**src/hdl/sqltl_pkg.sv**
```systemverilog
`timescale 1ns / 1ps
// ----------------------------------------------------------------------------
// sqltl_pkg
// Shared types, token codes, word tables and byte class helpers for the
// SQL token lexer.
// ----------------------------------------------------------------------------
package sqltl_pkg;

    localparam int OFFSET_BITS = 16;
    localparam int FIELD_BITS  = 16;
    localparam int NUM_WORDS   = 6;

    localparam int FIFO_DEPTH     = 4;
    localparam int FIFO_PTR_BITS  = $clog2(FIFO_DEPTH);
    localparam int FIFO_CNT_BITS  = $clog2(FIFO_DEPTH + 1);

    localparam logic [3:0] KIND_EOF        = 4'd0;
    localparam logic [3:0] KIND_INVALID    = 4'd1;
    localparam logic [3:0] KIND_IDENTIFIER = 4'd2;
    localparam logic [3:0] KIND_COMMA      = 4'd3;
    localparam logic [3:0] KIND_SEMICOLON  = 4'd4;
    localparam logic [3:0] KIND_STAR       = 4'd5;
    localparam logic [3:0] KIND_LPAREN     = 4'd6;
    localparam logic [3:0] KIND_RPAREN     = 4'd7;
    localparam logic [3:0] KIND_SELECT     = 4'd8;
    localparam logic [3:0] KIND_TABLE      = 4'd9;
    localparam logic [3:0] KIND_CREATE     = 4'd10;
    localparam logic [3:0] KIND_FROM       = 4'd11;
    localparam logic [3:0] KIND_TABLES     = 4'd12;
    localparam logic [3:0] KIND_DBINFO     = 4'd13;

    localparam logic [NUM_WORDS-1:0] CAND_KEYWORDS = 6'b001111;
    localparam logic [NUM_WORDS-1:0] CAND_COMMANDS = 6'b110000;
    localparam int FIRST_COMMAND = 4;

    localparam logic [7:0] CH_NUL    = 8'h00;
    localparam logic [7:0] CH_TAB    = 8'h09;
    localparam logic [7:0] CH_LF     = 8'h0A;
    localparam logic [7:0] CH_CR     = 8'h0D;
    localparam logic [7:0] CH_SPACE  = 8'h20;
    localparam logic [7:0] CH_LPAREN = 8'h28;
    localparam logic [7:0] CH_RPAREN = 8'h29;
    localparam logic [7:0] CH_STAR   = 8'h2A;
    localparam logic [7:0] CH_COMMA  = 8'h2C;
    localparam logic [7:0] CH_DOT    = 8'h2E;
    localparam logic [7:0] CH_SEMI   = 8'h3B;

    localparam logic [7:0] WORD_TEXT [NUM_WORDS][8] = '{
        '{"s", "e", "l", "e", "c", "t", 8'h00, 8'h00},
        '{"t", "a", "b", "l", "e", 8'h00, 8'h00, 8'h00},
        '{"c", "r", "e", "a", "t", "e", 8'h00, 8'h00},
        '{"f", "r", "o", "m", 8'h00, 8'h00, 8'h00, 8'h00},
        '{".", "t", "a", "b", "l", "e", "s", 8'h00},
        '{".", "d", "b", "i", "n", "f", "o", 8'h00}
    };

    localparam logic [FIELD_BITS-1:0] WORD_LEN [NUM_WORDS] = '{
        16'd6, 16'd5, 16'd6, 16'd4, 16'd7, 16'd7
    };

    localparam logic [3:0] WORD_KIND [NUM_WORDS] = '{
        KIND_SELECT, KIND_TABLE, KIND_CREATE, KIND_FROM, KIND_TABLES, KIND_DBINFO
    };

    typedef enum logic [1:0] {
        MODE_IDLE,
        MODE_IDENT,
        MODE_CMD
    } t_mode;

    typedef struct packed {
        logic [3:0]            kind;
        logic [FIELD_BITS-1:0] start;
        logic [FIELD_BITS-1:0] length;
        logic                  last;
    } t_token;

    typedef struct packed {
        logic [1:0] count;
        t_token     tok0;
        t_token     tok1;
    } t_lex_out;

    function automatic logic is_letter(input logic [7:0] c);
        return (c >= "a" && c <= "z") || (c >= "A" && c <= "Z") || c == "_";
    endfunction

    function automatic logic is_decimal(input logic [7:0] c);
        return c >= "0" && c <= "9";
    endfunction

    function automatic logic is_blank(input logic [7:0] c);
        return c == CH_SPACE || c == CH_TAB || c == CH_LF || c == CH_CR;
    endfunction

    function automatic logic [7:0] lower_byte(input logic [7:0] c);
        return (c >= "A" && c <= "Z") ? (c | 8'h20) : c;
    endfunction

    function automatic logic [FIELD_BITS-1:0] clip_field(input logic [OFFSET_BITS-1:0] v);
        logic [31:0] w;
        w = 32'(v);
        return (w > 32'h0000_FFFF) ? 16'hFFFF : w[FIELD_BITS-1:0];
    endfunction

    // keep candidates whose char at index k equals c
    function automatic logic [NUM_WORDS-1:0] narrow(input logic [NUM_WORDS-1:0] cand,
                                                    input logic [FIELD_BITS-1:0] k,
                                                    input logic [7:0] c);
        logic [NUM_WORDS-1:0] keep;
        logic [7:0]           got;
        keep = '0;
        for (int i = 0; i < NUM_WORDS; i++) begin
            got = (i >= FIRST_COMMAND && k == 16'd1) ? c : lower_byte(c);
            if (cand[i] && k < WORD_LEN[i] && got == WORD_TEXT[i][k[2:0]]) begin
                keep[i] = 1'b1;
            end
        end
        return keep;
    endfunction

endpackage

```
**src/hdl/sqltl_lex.sv**
```systemverilog
`timescale 1ns / 1ps
// ----------------------------------------------------------------------------
// sqltl_lex
// Scanner state and per-byte token decode. Produces up to two tokens for
// each consumed byte.
// ----------------------------------------------------------------------------
module sqltl_lex (
    input  logic                 i_clk,
    input  logic                 i_rst_n,
    input  logic                 i_valid,
    input  logic [7:0]           i_byte,
    output sqltl_pkg::t_lex_out  o_out
);

    sqltl_pkg::t_mode                          r_mode, n_mode;
    logic [sqltl_pkg::OFFSET_BITS-1:0]         r_pos, n_pos;
    logic [sqltl_pkg::OFFSET_BITS-1:0]         r_begin, n_begin;
    logic [sqltl_pkg::NUM_WORDS-1:0]           r_cand, n_cand;
    logic [sqltl_pkg::FIELD_BITS-1:0]          r_count, n_count;

    logic [sqltl_pkg::OFFSET_BITS-1:0]         pos_inc;
    logic [3:0]                                close_kind;
    logic                                      more;
    sqltl_pkg::t_token                         tok_a, tok_b;
    logic [1:0]                                n_tok;

    always_ff @(posedge i_clk) begin
        if (!i_rst_n) begin
            r_mode  <= sqltl_pkg::MODE_IDLE;
            r_pos   <= '0;
            r_begin <= '0;
            r_cand  <= '0;
            r_count <= '0;
        end else begin
            r_mode  <= n_mode;
            r_pos   <= n_pos;
            r_begin <= n_begin;
            r_cand  <= n_cand;
            r_count <= n_count;
        end
    end

    always_comb begin
        pos_inc = (r_pos == '1) ? r_pos : r_pos + sqltl_pkg::OFFSET_BITS'(1);

        close_kind = (r_mode == sqltl_pkg::MODE_IDENT) ? sqltl_pkg::KIND_IDENTIFIER
                                                       : sqltl_pkg::KIND_INVALID;
        for (int i = 0; i < sqltl_pkg::NUM_WORDS; i++) begin
            if (r_cand[i] && r_count == sqltl_pkg::WORD_LEN[i]) begin
                close_kind = sqltl_pkg::WORD_KIND[i];
            end
        end

        more = (r_mode == sqltl_pkg::MODE_IDENT) ?
               (sqltl_pkg::is_letter(i_byte) || sqltl_pkg::is_decimal(i_byte)) :
               sqltl_pkg::is_letter(i_byte);

        n_mode  = r_mode;
        n_pos   = r_pos;
        n_begin = r_begin;
        n_cand  = r_cand;
        n_count = r_count;
        n_tok   = 2'd0;
        tok_a   = '0;
        tok_b   = '0;

        if (i_valid) begin
            if (r_mode != sqltl_pkg::MODE_IDLE && more) begin
                n_cand  = sqltl_pkg::narrow(r_cand, r_count, i_byte);
                n_count = (r_count == '1) ? r_count : r_count + sqltl_pkg::FIELD_BITS'(1);
                n_pos   = pos_inc;
            end else begin
                if (r_mode != sqltl_pkg::MODE_IDLE) begin
                    tok_a.kind   = close_kind;
                    tok_a.start  = sqltl_pkg::clip_field(r_begin);
                    tok_a.length = r_count;
                    n_tok        = 2'd1;
                    n_cand       = '0;
                end
                n_mode = sqltl_pkg::MODE_IDLE;

                tok_b = '0;
                if (i_byte == sqltl_pkg::CH_NUL) begin
                    tok_b.kind   = sqltl_pkg::KIND_EOF;
                    tok_b.start  = sqltl_pkg::clip_field(r_pos);
                    tok_b.length = '0;
                    n_tok        = n_tok + 2'd1;
                    n_pos        = '0;
                end else if (sqltl_pkg::is_blank(i_byte)) begin
                    n_pos = pos_inc;
                end else if (sqltl_pkg::is_letter(i_byte) || i_byte == sqltl_pkg::CH_DOT) begin
                    n_mode  = (i_byte == sqltl_pkg::CH_DOT) ? sqltl_pkg::MODE_CMD
                                                           : sqltl_pkg::MODE_IDENT;
                    n_begin = r_pos;
                    n_count = 16'd1;
                    n_cand  = sqltl_pkg::narrow((i_byte == sqltl_pkg::CH_DOT) ?
                                                sqltl_pkg::CAND_COMMANDS :
                                                sqltl_pkg::CAND_KEYWORDS,
                                                16'd0, i_byte);
                    n_pos   = pos_inc;
                end else begin
                    case (i_byte)
                        sqltl_pkg::CH_COMMA:  tok_b.kind = sqltl_pkg::KIND_COMMA;
                        sqltl_pkg::CH_SEMI:   tok_b.kind = sqltl_pkg::KIND_SEMICOLON;
                        sqltl_pkg::CH_STAR:   tok_b.kind = sqltl_pkg::KIND_STAR;
                        sqltl_pkg::CH_LPAREN: tok_b.kind = sqltl_pkg::KIND_LPAREN;
                        sqltl_pkg::CH_RPAREN: tok_b.kind = sqltl_pkg::KIND_RPAREN;
                        default:              tok_b.kind = sqltl_pkg::KIND_INVALID;
                    endcase
                    tok_b.start  = sqltl_pkg::clip_field(r_pos);
                    tok_b.length = 16'd1;
                    n_tok        = n_tok + 2'd1;
                    n_pos        = pos_inc;
                end
            end
        end

        // pack: the closing token (if any) goes first
        o_out.count = n_tok;
        if (r_mode != sqltl_pkg::MODE_IDLE && n_tok != 2'd0 && !more) begin
            o_out.tok0 = tok_a;
            o_out.tok1 = tok_b;
        end else begin
            o_out.tok0 = tok_b;
            o_out.tok1 = tok_a;
        end
        o_out.tok0.last = (n_tok == 2'd1);
        o_out.tok1.last = 1'b1;
    end

`ifndef SYNTH
    a_idle_no_cand: assert property (@(posedge i_clk) disable iff (!i_rst_n)
        (r_mode == sqltl_pkg::MODE_IDLE) |-> (r_cand == '0))
        else $error("candidates set while idle");
    a_ident_cand: assert property (@(posedge i_clk) disable iff (!i_rst_n)
        (r_mode == sqltl_pkg::MODE_IDENT) |-> ((r_cand & sqltl_pkg::CAND_COMMANDS) == '0))
        else $error("command candidate in identifier");
    a_cmd_cand: assert property (@(posedge i_clk) disable iff (!i_rst_n)
        (r_mode == sqltl_pkg::MODE_CMD) |-> ((r_cand & sqltl_pkg::CAND_KEYWORDS) == '0))
        else $error("keyword candidate in command");
`endif

endmodule

```
**src/hdl/sqltl_fifo.sv**
```systemverilog
`timescale 1ns / 1ps
// ----------------------------------------------------------------------------
// sqltl_fifo
// Small token queue: takes up to two tokens per cycle, hands out one word
// per cycle on the output channel while the output is not stalled.
// ----------------------------------------------------------------------------
module sqltl_fifo (
    input  logic                 i_clk,
    input  logic                 i_rst_n,
    input  sqltl_pkg::t_lex_out  i_push,
    output logic                 o_room,
    output logic                 o_valid,
    input  logic                 i_stall,
    output sqltl_pkg::t_token    o_tok
);

    sqltl_pkg::t_token                        r_mem [sqltl_pkg::FIFO_DEPTH];
    logic [sqltl_pkg::FIFO_PTR_BITS-1:0]      r_wr_ptr, n_wr_ptr;
    logic [sqltl_pkg::FIFO_PTR_BITS-1:0]      r_rd_ptr, n_rd_ptr;
    logic [sqltl_pkg::FIFO_CNT_BITS-1:0]      r_count, n_count;
    logic                                     pop;

    assign o_valid = (r_count != '0);
    assign o_room  = (r_count <= sqltl_pkg::FIFO_CNT_BITS'(sqltl_pkg::FIFO_DEPTH - 2));
    assign o_tok   = r_mem[r_rd_ptr];
    assign pop     = o_valid && !i_stall;

    always_comb begin
        n_wr_ptr = r_wr_ptr + sqltl_pkg::FIFO_PTR_BITS'(i_push.count);
        n_rd_ptr = pop ? r_rd_ptr + sqltl_pkg::FIFO_PTR_BITS'(1) : r_rd_ptr;
        n_count  = r_count + sqltl_pkg::FIFO_CNT_BITS'(i_push.count)
                   - sqltl_pkg::FIFO_CNT_BITS'(pop);
    end

    always_ff @(posedge i_clk) begin
        if (!i_rst_n) begin
            r_wr_ptr <= '0;
            r_rd_ptr <= '0;
            r_count  <= '0;
        end else begin
            r_wr_ptr <= n_wr_ptr;
            r_rd_ptr <= n_rd_ptr;
            r_count  <= n_count;
        end
    end

    always_ff @(posedge i_clk) begin
        if (i_push.count != 2'd0) begin
            r_mem[r_wr_ptr] <= i_push.tok0;
        end
        if (i_push.count == 2'd2) begin
            r_mem[r_wr_ptr + sqltl_pkg::FIFO_PTR_BITS'(1)] <= i_push.tok1;
        end
    end

`ifndef SYNTH
    a_no_overflow: assert property (@(posedge i_clk) disable iff (!i_rst_n)
        r_count <= sqltl_pkg::FIFO_CNT_BITS'(sqltl_pkg::FIFO_DEPTH))
        else $error("token queue overflow");
    a_push_room: assert property (@(posedge i_clk) disable iff (!i_rst_n)
        (i_push.count != 2'd0) |-> o_room)
        else $error("push without room");
    a_push_two_last: assert property (@(posedge i_clk) disable iff (!i_rst_n)
        (i_push.count == 2'd2) |-> (!i_push.tok0.last && i_push.tok1.last))
        else $error("bad last flags on double push");
`endif

endmodule

```
**src/hdl/sql_token_lexer_core.sv**
```systemverilog
`timescale 1ns / 1ps
// ----------------------------------------------------------------------------
// sql_token_lexer_core
// SQL keyword/command lexer: one source byte per word in, one token per
// word out.
// ----------------------------------------------------------------------------
// The block takes one byte per clock while it does not stall. A byte is
// held in an input register, decoded from it against the scanner state once
// the queue has room, and its tokens land in a four-entry queue that drives
// the output. A byte that both closes a token and makes its own (or EOF)
// writes two queue entries but the output drains one per clock while not
// stalled; input stalls only when the queue holds more than two tokens. A
// multi-byte token appears when the byte after it arrives. Offsets saturate
// at 65535 and the position returns to zero after EOF.
module sql_token_lexer_core (
    input  logic        i_clk,
    input  logic        i_rst_n,
    input  logic        i_valid,
    output logic        o_stall,
    input  logic [7:0]  i_text_byte,
    output logic        o_valid,
    input  logic        i_stall,
    output logic [3:0]  o_token_kind,
    output logic [15:0] o_token_start,
    output logic [15:0] o_token_length,
    output logic        o_last_of_run
);

    logic                 r_in_valid, n_in_valid;
    logic [7:0]           r_in_byte;
    logic                 room;
    logic                 consume;
    logic                 accept;
    sqltl_pkg::t_lex_out  lex_out;
    sqltl_pkg::t_token    out_tok;

    assign consume = r_in_valid && room;
    assign o_stall = r_in_valid && !room;
    assign accept  = i_valid && !o_stall;

    always_comb begin
        n_in_valid = accept ? 1'b1 : (consume ? 1'b0 : r_in_valid);
    end

    always_ff @(posedge i_clk) begin
        if (!i_rst_n) begin
            r_in_valid <= 1'b0;
        end else begin
            r_in_valid <= n_in_valid;
        end
    end

    always_ff @(posedge i_clk) begin
        if (accept) begin
            r_in_byte <= i_text_byte;
        end
    end

    sqltl_lex u_lex (
        .i_clk   (i_clk),
        .i_rst_n (i_rst_n),
        .i_valid (consume),
        .i_byte  (r_in_byte),
        .o_out   (lex_out)
    );

    sqltl_fifo u_fifo (
        .i_clk   (i_clk),
        .i_rst_n (i_rst_n),
        .i_push  (lex_out),
        .o_room  (room),
        .o_valid (o_valid),
        .i_stall (i_stall),
        .o_tok   (out_tok)
    );

    assign o_token_kind   = out_tok.kind;
    assign o_token_start  = out_tok.start;
    assign o_token_length = out_tok.length;
    assign o_last_of_run  = out_tok.last;

endmodule

```
**config.mk**
```make
export PLATFORM = sky130hd
export DESIGN_NAME = sql_token_lexer_core
export DESIGN_NICKNAME = d
export VERILOG_FILES = /design/src/hdl/sqltl_pkg.sv /design/src/hdl/sqltl_lex.sv /design/src/hdl/sqltl_fifo.sv /design/src/hdl/sql_token_lexer_core.sv
export SDC_FILE = /design/constraint.sdc
export NUM_CORES = 1
export LEC_CHECK = 0
export BUFFER_PORTS_ARGS = -buffer_cell sky130_fd_sc_hd__buf_2
export CELL_PAD_IN_SITES_DETAIL_PLACEMENT = 1
export CELL_PAD_IN_SITES_GLOBAL_PLACEMENT = 2
export CORE_MARGIN = 5
export CORE_UTILIZATION = 43
export DETAILED_ROUTE_END_ITERATION = 8
export GPL_ROUTABILITY_DRIVEN = 0
export PLACE_DENSITY_LB_ADDON = 0.1
export SYNTH_ARGS = -nofsm -noshare
export SYNTH_HDL_FRONTEND = slang
export SYNTH_HIERARCHICAL = 1
export SYNTH_SLANG_ARGS = --single-unit
```
**constraint.sdc**
```tcl
create_clock -name i_clk -period 6.83 [get_ports i_clk]
set_input_delay 1.366 -clock i_clk [delete_from_list [all_inputs] [get_ports i_clk]]
set_output_delay 1.366 -clock i_clk [all_outputs]
set_load 0.1 [all_outputs]
```
==> load_flow_metrics.sql <==
INSERT INTO impl_metrics (metric_group, metric, value, unit) VALUES
('cells_and_area', 'antennaDiodeCount', '0', ''),
('drt', 'first_pass_iters', '4', ''),
('grt', 'gr-total-overflow', '0', ''),
('cts', 'clock_insertion_delay_worst_skew', '540', 'ps'),
('sta', 'final.setup.tns', '0', 'ps'),
('grt', 'gr-usage-all-layers', '0.203', ''),
('yosys', 'syn_area', '12500', 'um^2'),
('drt', 'wl_per_cell', '22.8', 'um'),
('grt', 'maximum_number_of_pins_on_one_net_before_global_route_repair', '39', ''),
('setup_path', 'crit_slowest_cell', 'sky130_fd_sc_hd__and3b_2', ''),
('floorplanning', 'initial_utilization', '0.435', ''),
('setup_path', 'worstSetupEndpointType', 'flip-flop', ''),
('yosys', 'synthesis.nets', '1072', ''),
('cells_and_area', 'syn2layout_area_growth', '10.7', '%'),
('place', 'portBuffers', '50', ''),
('cells_and_area', 'final_net_count', '1092', ''),
('yosys', 'synth_top_flop_cell', 'sky130_fd_sc_hd__edfxtp_1', ''),
('grt', 'grt_pass1_wl', '53600', 'um'),
('place', 'hpwl', '21500', 'um'),
('cts', 'cts_sinks', '222', ''),
('cts', 'reg_clk_slew_reported_paths', '60', 'ps'),
('cts', 'cell_chosen_for_the_clock_root', 'sky130_fd_sc_hd__clkbuf_16', ''),
('cts', 'cts_tree', 'done', ''),
('floorplanning', 'dieHeight', '180', 'um'),
('drt', 'total_number_of_vias', '8525', ''),
('floorplanning', 'placement_rows', '62', ''),
('cells_and_area', 'post_route_cells_drive_above_1_share', '0.290', ''),
('floorplanning', 'dieWidth', '180', 'um'),
('pwr', 'irDropWorstVdd', '0.209', 'mV'),
('setup_path', 'crit_path_cell_trace', 'or4bb_1 -> or2_2 -> o21ai_2 -> inv_1 -> ha_1 -> o21ai_0 -> a21oi_1 -> nor2_1 -> a21oi_1 -> nor2b_1 -> and3b_2 -> a21o_2', ''),
('yosys', 'synth_edf_count', '156', ''),
('sta', 'final.setup_skew', '17.6', 'ps'),
('status', 'run_status', 'finished clean', ''),
('sta', 'maxSlewHeadroom', '0.172', ''),
('sta', 'rsz0062_at_grt', 'false', ''),
('setup_path', 'largest_delay_share_family_worst_path', 'simple AND/OR/NAND/NOR gates', ''),
('drt', 'via_per_inst', '5.81', ''),
('job', 'maxCapViolations', '0', ''),
('sta', 'hold_ws', '473', 'ps'),
('drt', 'detail_route.drc_violations', '0', ''),
('sta', 'final_hold_viol_count', '0', ''),
('yosys', 'synth_sequential_area_ratio', '0.482', ''),
('sta', 'setup-violations-final', '0', ''),
('setup_path', 'cp_data_arrival_time', '5450', 'ps'),
('grt', 'antenna_found_initial', '0', ''),
('cts', 'cts_max_path_buffers', '3', ''),
('grt', 'grt_pass1_vias', '9183', ''),
('cts', 'post_cts_resize_count', '0', ''),
('sta', 'report.final.slew_viol_count', '0', ''),
('setup_path', 'worstPathBufferInverterCount', '1', ''),
('setup_path', 'timing.critical_path.slowest_cell_delay', '940', 'ps'),
('sta', 'slew_at_the_pin_closest_to_its_max_slew_limit', '1210', 'ps'),
('cts', 'cts_post_setup_buffers_inserted', '0', ''),
('yosys', 'count_of_mapped_cells_out_of_synthesis', '1044', ''),
('setup_path', 'critPathMostFrequentCell', 'sky130_fd_sc_hd__a21oi_1', ''),
('setup_path', 'crit_type', 'flip-flop to flip-flop', ''),
('floorplanning', 'core_area', '28700', 'um^2'),
('yosys', 'syn_area_per_cell', '11.9', 'um^2'),
('sta', 'min_period', '5290', 'ps'),
('drt', 'ant_nets', '0', ''),
('yosys', 'async_reset_ff_frac', '0', ''),
('yosys', 'yosysUniqueCellTypes', '84', ''),
('floorplanning', 'io-pin-count', '51', ''),
('drt', 'detail_route.iter0.violations', '371', ''),
('cts', 'hold_buffers', '0', ''),
('worst_hold_path', 'hp-class', 'flip-flop to flip-flop', ''),
('pwr', 'pwr_density_cell', '285', 'nW/um^2'),
('setup_path', 'startpoint_type', 'flip-flop', ''),
('setup_path', 'cp_max_fo', '38', ''),
('cts', 'cts_max_level', '1', ''),
('drt', 'routed_wl', '33500', 'um'),
('cts', 'cts_inserted_buffers', '26', ''),
('pwr', 'leakagePower', '4.69', 'nW'),
('yosys', 'ys_seq_elements', '222', ''),
('sta', 'fmax', '0.189', 'GHz'),
('yosys', 'ys_warn_count', '6', ''),
('sta', 'final.period_utilization', '0.775', ''),
('setup_path', 'timing.critical_path.required', '6990', 'ps'),
('floorplanning', 'die-area', '32500', 'um^2');
-- stage by stage --
stage,cells,power (mW),area (um^2),utilization,worst slack (ps)
2_1_floorplan,1044,2.46,12500,-,926
3_3_place_gp,1420,2.65,13000,0.453,1560
3_5_place_dp,1420,2.65,13000,0.453,1500
4_1_cts,1467,3.99,13800,0.481,1470
5_1_grt,1467,4.10,13800,0.481,1150
6_report,1467,3.94,13800,0.481,1540
-- worst paths after layout --
path                     startpoint                   to  slack, ps  cells after the start
setup / recovery       r_in_byte[2]  u_fifo/r_mem[2][11]       1540                     12
hold / removal    u_lex/r_begin[14]    u_lex/r_begin[14]        470                      2
setup reg to reg       r_in_byte[2]  u_fifo/r_mem[2][11]       1540                     12
hold reg to reg   u_lex/r_begin[14]    u_lex/r_begin[14]        470                      2
-- registers in the layout, summed over array words and instances (netlist names), named ones only --
register         count
u_lex/r_mode         2
u_fifo/r_rd_ptr      2
u_lex/r_cand         6
u_lex/r_count       16
u_lex/r_begin       16
r_in_valid           1
u_lex/r_pos         16
u_fifo/r_wr_ptr      2
u_fifo/r_mem       148
r_in_byte            8
u_fifo/r_count       3
-- logic make-up (layout without fill, tap and decap cells) --
group                    Yosys count  in the layout  share of synthesized area
flip-flops                       222            222                      0.482
multiplexers                     189            189                      0.204
buffers and inverters             97            136                     0.0369
XOR/XNOR                          38             38                     0.0267
AO/OA/AOI/OAI                    186            186                      0.105
adder cells (fa/ha/maj)           16             16                     0.0167
AND/OR/NAND/NOR                  295            295                      0.129
other                              1              1                   0.000301
-- final cells by class --
cell class / instances / area, um^2
Clock buffer: 33 / 677
Timing Repair Buffer: 67 / 378
Tap cell: 384 / 480
Fill cell: 2997 / 14900
Multi-Input combinational cell: 725 / 6050
Sequential cell: 222 / 6010
Clock inverter: 14 / 126
Inverter: 22 / 82.6
-- per-layer routing --
metal / share of wire / vias up / global-route usage
met5: 0 / - / 0
met2: 0.47 / 138 / 0.344
met3: 0.039 / 41 / 0.0230
li1: - / 4025 / -
met1: 0.47 / 4321 / 0.286
met4: 0.017 / 0 / 0.0393
-- where the power goes --
group          internal (mW)  switching [mW]  total, mW
registers               1.50          0.0536       1.55
logic                  0.252           0.809       1.06
clock network          0.773           0.551       1.32
-- cell usage after synthesis (all sizes together), types with 4 or more instances --
library cell | instances | area share
a211oi | 5 | 0.0034
a21oi | 55 | 0.022
a22o | 34 | 0.024
and2 | 29 | 0.015
and3 | 9 | 0.0045
and4 | 6 | 0.0042
buf | 38 | 0.019
clkbuf | 37 | 0.011
dfxtp | 66 | 0.11
edfxtp | 156 | 0.38
ha | 15 | 0.015
inv | 21 | 0.0063
mux2 | 148 | 0.13
mux2i | 4 | 0.0032
mux4 | 37 | 0.067
nand2 | 77 | 0.023
nand2b | 7 | 0.0035
nand3 | 16 | 0.0064
nand4 | 12 | 0.0060
nor2 | 56 | 0.018
nor2b | 11 | 0.0061
nor3 | 21 | 0.0088
nor3b | 9 | 0.0054
nor4 | 8 | 0.0064
o211ai | 8 | 0.0052
o21ai | 26 | 0.011
o22ai | 6 | 0.0030
o31ai | 16 | 0.0096
or3 | 9 | 0.0049
or4 | 10 | 0.0063
xnor2 | 25 | 0.018
xor2 | 13 | 0.0091
-- tightest hold or removal path, delay by kind of cell (launching register included) --
family | cells | cell delay, ps
flip-flops | 1 | 320
AND/OR/NAND/NOR | 1 | 50
AO/OA/AOI/OAI | 1 | 50
-- cells in the final DEF, fill, tap and decap left out, types with 8 or more instances in the layout --
| master | instances |
|---|---|
| sky130_fd_sc_hd__inv_1 | 20 |
| sky130_fd_sc_hd__o31ai_1 | 15 |
| sky130_fd_sc_hd__mux4_2 | 37 |
| sky130_fd_sc_hd__dfxtp_1 | 64 |
| sky130_fd_sc_hd__o21ai_0 | 21 |
| sky130_fd_sc_hd__and3_1 | 9 |
| sky130_fd_sc_hd__nor2b_1 | 9 |
| sky130_fd_sc_hd__nand4_1 | 12 |
| sky130_fd_sc_hd__clkbuf_16 | 26 |
| sky130_fd_sc_hd__or3_1 | 8 |
| sky130_fd_sc_hd__nor2_1 | 52 |
| sky130_fd_sc_hd__mux2_2 | 146 |
| sky130_fd_sc_hd__and2_1 | 29 |
| sky130_fd_sc_hd__xor2_1 | 13 |
| sky130_fd_sc_hd__nor3_1 | 20 |
| sky130_fd_sc_hd__xnor2_1 | 25 |
| sky130_fd_sc_hd__nor3b_1 | 9 |
| sky130_fd_sc_hd__a22o_1 | 34 |
| sky130_fd_sc_hd__edfxtp_1 | 156 |
| sky130_fd_sc_hd__nand3_1 | 15 |
| sky130_fd_sc_hd__ha_1 | 15 |
| sky130_fd_sc_hd__buf_4 | 17 |
| sky130_fd_sc_hd__nand2_1 | 77 |
| sky130_fd_sc_hd__a21oi_1 | 54 |
| sky130_fd_sc_hd__or4_1 | 9 |
| sky130_fd_sc_hd__buf_2 | 50 |
Power figures use the tool's default switching activity.
